--- src/hw/rtl/stet_pkg.sv ---
// ----------------------------------------------------------------------------
// stet_pkg: shared types and codes of the software timer event table
// Request codes, slot modes, the command that goes out to every cell and
// the report that the cells send back.
// ----------------------------------------------------------------------------
package stet_pkg;

    localparam logic [2:0] REQ_TICK    = 3'd0;
    localparam logic [2:0] REQ_ADD     = 3'd1;
    localparam logic [2:0] REQ_REMOVE  = 3'd2;
    localparam logic [2:0] REQ_SUSPEND = 3'd3;
    localparam logic [2:0] REQ_RESUME  = 3'd4;

    localparam logic [1:0] MODE_SINGLE   = 2'd0;
    localparam logic [1:0] MODE_REPEATED = 2'd1;
    localparam logic [1:0] MODE_CYCLED   = 2'd2;
    localparam logic [1:0] MODE_ABSOLUTE = 2'd3;

    typedef struct packed {
        logic [2:0]  req;
        logic [1:0]  mode;
        logic [31:0] dt;
        logic [15:0] reps;
        logic [4:0]  sid;
        logic [31:0] tick;
        logic [31:0] rtc;
    } t_cmd;

    typedef struct packed {
        logic fire;      // slot fired on this scan step
        logic freed;     // firing released the slot
        logic took;      // add claimed this slot
        logic was_used;  // remove hit a used slot
    } t_rep;

endpackage

--- src/hw/rtl/stet_cell.sv ---
// ----------------------------------------------------------------------------
// stet_cell: one timer slot
// Holds the state of one slot. A scan token moves through the row of cells;
// the cell holding it acts on the broadcast command when the row steps.
// ----------------------------------------------------------------------------
module stet_cell #(
    parameter int IDX = 0
) (
    input  logic            i_clk,
    input  logic            i_rst_n,
    input  logic            i_tok,      // token from left neighbor
    input  logic            i_step,
    input  logic            i_kill,
    input  logic            i_direct,   // remove / suspend / resume strobe
    input  stet_pkg::t_cmd  i_cmd,
    output logic            o_tok,
    output stet_pkg::t_rep  o_rep
);
    import stet_pkg::*;

    logic        r_tok, r_used, r_active;
    logic        n_used, n_active;
    logic [1:0]  r_mode, n_mode;
    logic [31:0] r_dl, n_dl, r_rl, n_rl;
    logic [15:0] r_cyc, n_cyc;
    logic        sel, hit, match;

    assign sel   = r_tok && i_step;
    assign match = i_direct && (int'(i_cmd.sid) == IDX + 1);
    assign o_tok = r_tok;

    always_comb begin
        o_rep    = '0;
        n_used   = r_used;
        n_active = r_active;
        n_mode   = r_mode;
        n_dl     = r_dl;
        n_rl     = r_rl;
        n_cyc    = r_cyc;
        hit      = (r_mode == MODE_ABSOLUTE) ? (i_cmd.rtc >= r_dl) : (i_cmd.tick >= r_dl);
        if (sel && i_cmd.req == REQ_TICK && r_used && r_active && hit) begin
            o_rep.fire = 1'b1;
            unique case (r_mode)
                MODE_REPEATED: n_dl = i_cmd.tick + r_rl;
                MODE_CYCLED: begin
                    n_cyc = r_cyc - 16'd1;
                    if (n_cyc != 16'd0) begin
                        n_dl = i_cmd.tick + r_rl;
                    end else begin
                        n_used      = 1'b0;
                        o_rep.freed = 1'b1;
                    end
                end
                default: begin
                    n_used      = 1'b0;
                    o_rep.freed = 1'b1;
                end
            endcase
        end
        if (sel && i_cmd.req == REQ_ADD && !r_used) begin
            o_rep.took = 1'b1;
            n_used     = 1'b1;
            n_active   = 1'b1;
            n_mode     = i_cmd.mode;
            n_dl       = (i_cmd.mode == MODE_ABSOLUTE) ? i_cmd.dt : i_cmd.tick + i_cmd.dt;
            n_rl       = (i_cmd.mode == MODE_SINGLE) ? 32'd0 : i_cmd.dt;
            if (i_cmd.mode == MODE_CYCLED) n_cyc = i_cmd.reps;
        end
        if (match) begin
            if (i_cmd.req == REQ_REMOVE) begin
                o_rep.was_used = r_used;
                n_used         = 1'b0;
            end else if (i_cmd.req == REQ_SUSPEND) begin
                n_active = 1'b0;
            end else if (i_cmd.req == REQ_RESUME) begin
                n_active = 1'b1;
            end
        end
    end

    always_ff @(posedge i_clk) begin
        if (!i_rst_n) begin
            r_tok    <= 1'b0;
            r_used   <= 1'b0;
            r_active <= 1'b0;
        end else begin
            if (i_kill)      r_tok <= 1'b0;
            else if (i_step) r_tok <= i_tok;
            r_used   <= n_used;
            r_active <= n_active;
        end
    end

    always_ff @(posedge i_clk) begin
        r_mode <= n_mode;
        r_dl   <= n_dl;
        r_rl   <= n_rl;
        r_cyc  <= n_cyc;
    end

endmodule

--- config.mk ---
export PLATFORM = sky130hd
export DESIGN_NAME = stet_cell
export DESIGN_NICKNAME = d
export VERILOG_FILES = /design/src/hw/rtl/stet_pkg.sv /design/src/hw/rtl/stet_cell.sv
export SDC_FILE = /design/constraint.sdc
export NUM_CORES = 1
export LEC_CHECK = 0
export BUFFER_PORTS_ARGS = -buffer_cell sky130_fd_sc_hd__buf_2
export CORE_UTILIZATION = 53
export DETAILED_ROUTE_END_ITERATION = 8
export PLACE_DENSITY = 0.81
export REMOVE_ABC_BUFFERS = 1
export SETUP_SLACK_MARGIN = 0.02
export SLEW_MARGIN = 20
export SYNTH_ARGS = -nofsm -noshare
export SYNTH_HDL_FRONTEND = slang
export SYNTH_SLANG_ARGS = --single-unit
--- constraint.sdc ---
create_clock -name i_clk -period 3.8 [get_ports i_clk]
set_input_delay 0.57 -clock i_clk [delete_from_list [all_inputs] [get_ports i_clk]]
set_output_delay 0.57 -clock i_clk [all_outputs]
set_load 0.05 [all_outputs]
==> qor_table.md <==
| Result | Reported |
| --- | --- |
| CP required | 3230 ps |
| Worst Max-Slew Pin Slew | 705.9 ps |
| Area of the mapped netlist | 8715 um2 |
| Crit path DAT | 3090 ps |
| Placement Rows | 46 |
| Total Nets Final | 1415 |
| Fraction of synthesized cell area taken by the top area cell type | 0.2274 |
| H-tree depth | 3 |
| Power per Cell Area | 264.5 nW/um2 |
| Core area | 15940 um2 |
| Delay of the slowest critical-path stage | 430 ps |
| Headroom to the max-slew limit | 0.5289 |
| Global routing usage summed across all routing layers | 0.3009 |
| Type of the worst setup path | reg -> out |
| # port buffers | 132 |
| Final core utilization | 0.6311 |
| Count of TritonRoute iterations in the first routing pass | 6 |
| Initial antenna violation count | 1 |
| Maximum number of pins on one net before global-route repair | 33 |
| Part of the power in registers | 0.384 |
| Area of the die | 16960 um2 |
| Weighted congestion reported at the end of routability-driven placement | 0.9659 |
| Synthesized area per cell | 8.561 um2 |
| Cell with the biggest individual delay on the critical path | sky130_fd_sc_hd__or3_1 |
| IR Drop Worst-Case VDD | 0.2093 mV |
| Final worst-path cycle share | 0.9644 |
| Dominant cells by area after synthesis | sky130_fd_sc_hd__edfxtp_1 23%, sky130_fd_sc_hd__ha_1 19%, sky130_fd_sc_hd__a21oi_1 4.8%, sky130_fd_sc_hd__dfxtp_1 4.4%, sky130_fd_sc_hd__nand2_1 3.4% |
| Synth warnings | 0 |
| Share of total power in the clock network | 0.338 |
| Most used standard cells in the synthesized netlist | 131 x sky130_fd_sc_hd__ha_1, 83 x sky130_fd_sc_hd__a21oi_1, 78 x sky130_fd_sc_hd__nand2_1, 68 x sky130_fd_sc_hd__nor2_1, 66 x sky130_fd_sc_hd__edfxtp_1 |
| DP Worst Slack | 150.5 ps |
| Setup crit start kind | register |
| Maximum fanout along the worst path | 7 |
| Ports placed on the boundary | 133 |
| Post-synth ARST share | 0 |
| Cell internal power dissipation | 1.841 mW |
| Total power | 2.662 mW |
| Average wire length per cell after detail routing | 17.99 um |
| Clock tree root buffer cell | sky130_fd_sc_hd__clkbuf_16 |
| Total via count after detailed routing | 8568 |
| Vias in the first global route | 7872 |
| Final std cell area, no fill | 10060 um2 |
| Switching power | 820.7 uW |
| Number of flops mapped to enable cells by yosys | 66 |
| Number of clock sinks | 85 |
| Mapped Cells | 1018 |
| Height of the die | 130.2 um |
| Number of setup violations in the final report | 0 |
| Drt via density | 6.231 |
| Clock Path Buffers | 2 |
| Post-synth top flop | sky130_fd_sc_hd__edfxtp_1 |
| Clock Skew | 9.584 ps |
| Leakage power | 4.511 nW |
| Hold buffer count at CTS | 0 |
| FMAX | 272.9 MHz |
| Yosys top cell by area | sky130_fd_sc_hd__edfxtp_1 |
| Gate family responsible for the most delay along the worst path | simple AND/OR/NAND/NOR gates |
| Worst min-delay path class | in -> reg |
| Drc violations | 0 |
| Number of storage elements in the synthesis netlist | 85 |
| Aggregate routed wire length | 24.74 mm |
| Clock latency on the worst-skew pair | 370 ps |
| Final min period | 3665 ps |
| Worst-case setup margin in the final layout | 135.4 ps |
| Clock slew at the register clock pins of the worst setup and hold paths | 70 ps |
| Starting Density | 0.5466 |
| Relative area change from synthesis to final layout | 15.46% |
| Setup TNS | 0 ps |
| Number of buffers created by CTS | 9 |
| Most numerous cell on the critical path | sky130_fd_sc_hd__or3_4 |
| Combinational power share | 0.277 |
| Outcome | finished clean |
| Proportion of synthesized chip area in sequential cells | 0.2711 |
| Count of maximum capacitance violations | 0 |
| Die W | 130.2 um |
| Total grt overflow | 0 |
| Cell Area, Placed | 9726 um2 |
| Sw Ratio | 0.3083 |
| Critical-path cell list | or3_4 > or3_4 > or3_1 > xor2_1 > nand4_1 > o41ai_2 > o21a_1 > and2_1 > buf_6 |
| Post-detail-place hpwl | 19.22 mm |
| Global-route wire length before repair | 39.08 mm |
| Fraction of layout instances using a drive strength above 1 | 0.1675 |
| Buf/Inv on CP | 1 |
| DRT iter0 DRCs | 941 |
| Hold Violations, Final | 0 |
| Number of distinct standard cells referenced by the synthesized netlist | 68 |
| Final-report max-slew violation count | 0 |
| Library cell with the highest instance count after synthesis | sky130_fd_sc_hd__ha_1 |
| TritonCTS clock tree | built |
| Post-DRT Antenna Nets | 0 |
| Type of element capturing the critical path | output pin |
[worst register-to-register path, cell delays in order, from the launching register on]
cell	delay, ps
sky130_fd_sc_hd__edfxtp_1	390
sky130_fd_sc_hd__ha_1	400
sky130_fd_sc_hd__a211oi_1	110
sky130_fd_sc_hd__o21ai_0	390
sky130_fd_sc_hd__o221ai_1	200
sky130_fd_sc_hd__a21oi_1	300
sky130_fd_sc_hd__a31oi_1	140
sky130_fd_sc_hd__o31ai_1	230
sky130_fd_sc_hd__buf_4	190
sky130_fd_sc_hd__mux2_2	330
sky130_fd_sc_hd__o41ai_1	360
sky130_fd_sc_hd__o311ai_0	210
[cells by family after synthesis]
group           synth area share
flops                     0.2711
fa+ha+maj                 0.1927
mux                     0.009619
compound gates            0.2346
xor+xnor                 0.05226
buf+inv                  0.04149
simple gates              0.1983
[cells in the final DEF (no fill, tap or decap), drive strengths merged, types with 6 or more instances in the layout]
cell	n
a21oi	83
nand4	18
o21ai	58
nor3	18
or3	11
a21o	35
nand2b	9
xor2	23
edfxtp	66
nor2	68
and3	6
nor4	8
or2	6
a211oi	29
dfxtp	19
xnor2	29
o21a	10
ha	131
nand2	78
a31oi	25
clkbuf	9
or4	11
buf	156
nand3	30
nor2b	42
nand3b	6
o211ai	22
a211o	8
inv	64
[area by class of cell]
cell class	count	area, um2
clock buffer	9	225.2
multi-input combinational	838	6025
tap	216	270.3
clock inverter	6	65.06
fill	1371	5881
inverter	64	240.2
antenna	1	2.502
sequential	85	2362
timing repair buffer	156	872.1
[power by group through the flow]
stage | Clock, mW | Combinational (mW) | Sequential, mW
floorplan | 0 | 0.480 | 1.04
global placement | 0 | 0.697 | 1.04
detailed placement | 0 | 0.714 | 1.04
CTS | 0.892 | 0.721 | 1.02
global route | 0.936 | 0.816 | 1.02
finish | 0.900 | 0.738 | 1.02
[registers in the layout, summed over array words and instances (netlist names)]
signal / count
r_used: 1
o_tok: 1
r_active: 1
r_cyc: 16
r_dl: 32
r_mode: 2
r_rl: 32
[worst paths after layout]
| path | slack, ps | cells after the start | to | from |
|---|---|---|---|---|
| hold / removal | 370 | 2 | o_tok | i_kill |
| setup reg to reg | 260 | 11 | r_dl[31] | r_rl[14] |
| hold reg to reg | 540 | 1 | r_active | r_active |
| setup / recovery | 140 | 9 | o_rep[2] | r_cyc[0] |
[routing by layer]
| layer | global-route usage | part of all wire | vias up | wire, um |
|---|---|---|---|---|
| met5 | 0 | 0 | - | 0 |
| met1 | 0.4106 | 0.44 | 3924 | 10820 |
| met3 | 0.04961 | 0.091 | 65 | 2249 |
| met4 | 0.1108 | 0.033 | 0 | 821 |
| met2 | 0.4778 | 0.44 | 461 | 10850 |
| li1 | - | - | 4118 | - |
[stage by stage]
| step | cells | hold slack (ps) |
|---|---|---|
| after floorplan | 987 | 498.2 |
| after global placement | 1356 | 517.0 |
| final | 1375 | 372.1 |
| after global routing | 1374 | 374.7 |
| after CTS | 1372 | 386.2 |
| after detailed placement | 1356 | 527.0 |
[repair_timing]
item	4_1_cts	5_1_grt
gates resized for setup	1	5
buffers inserted	1	2
endpoints found under the setup margin	1	1
pin swaps	0	1
(Power assumes the default switching activity.)
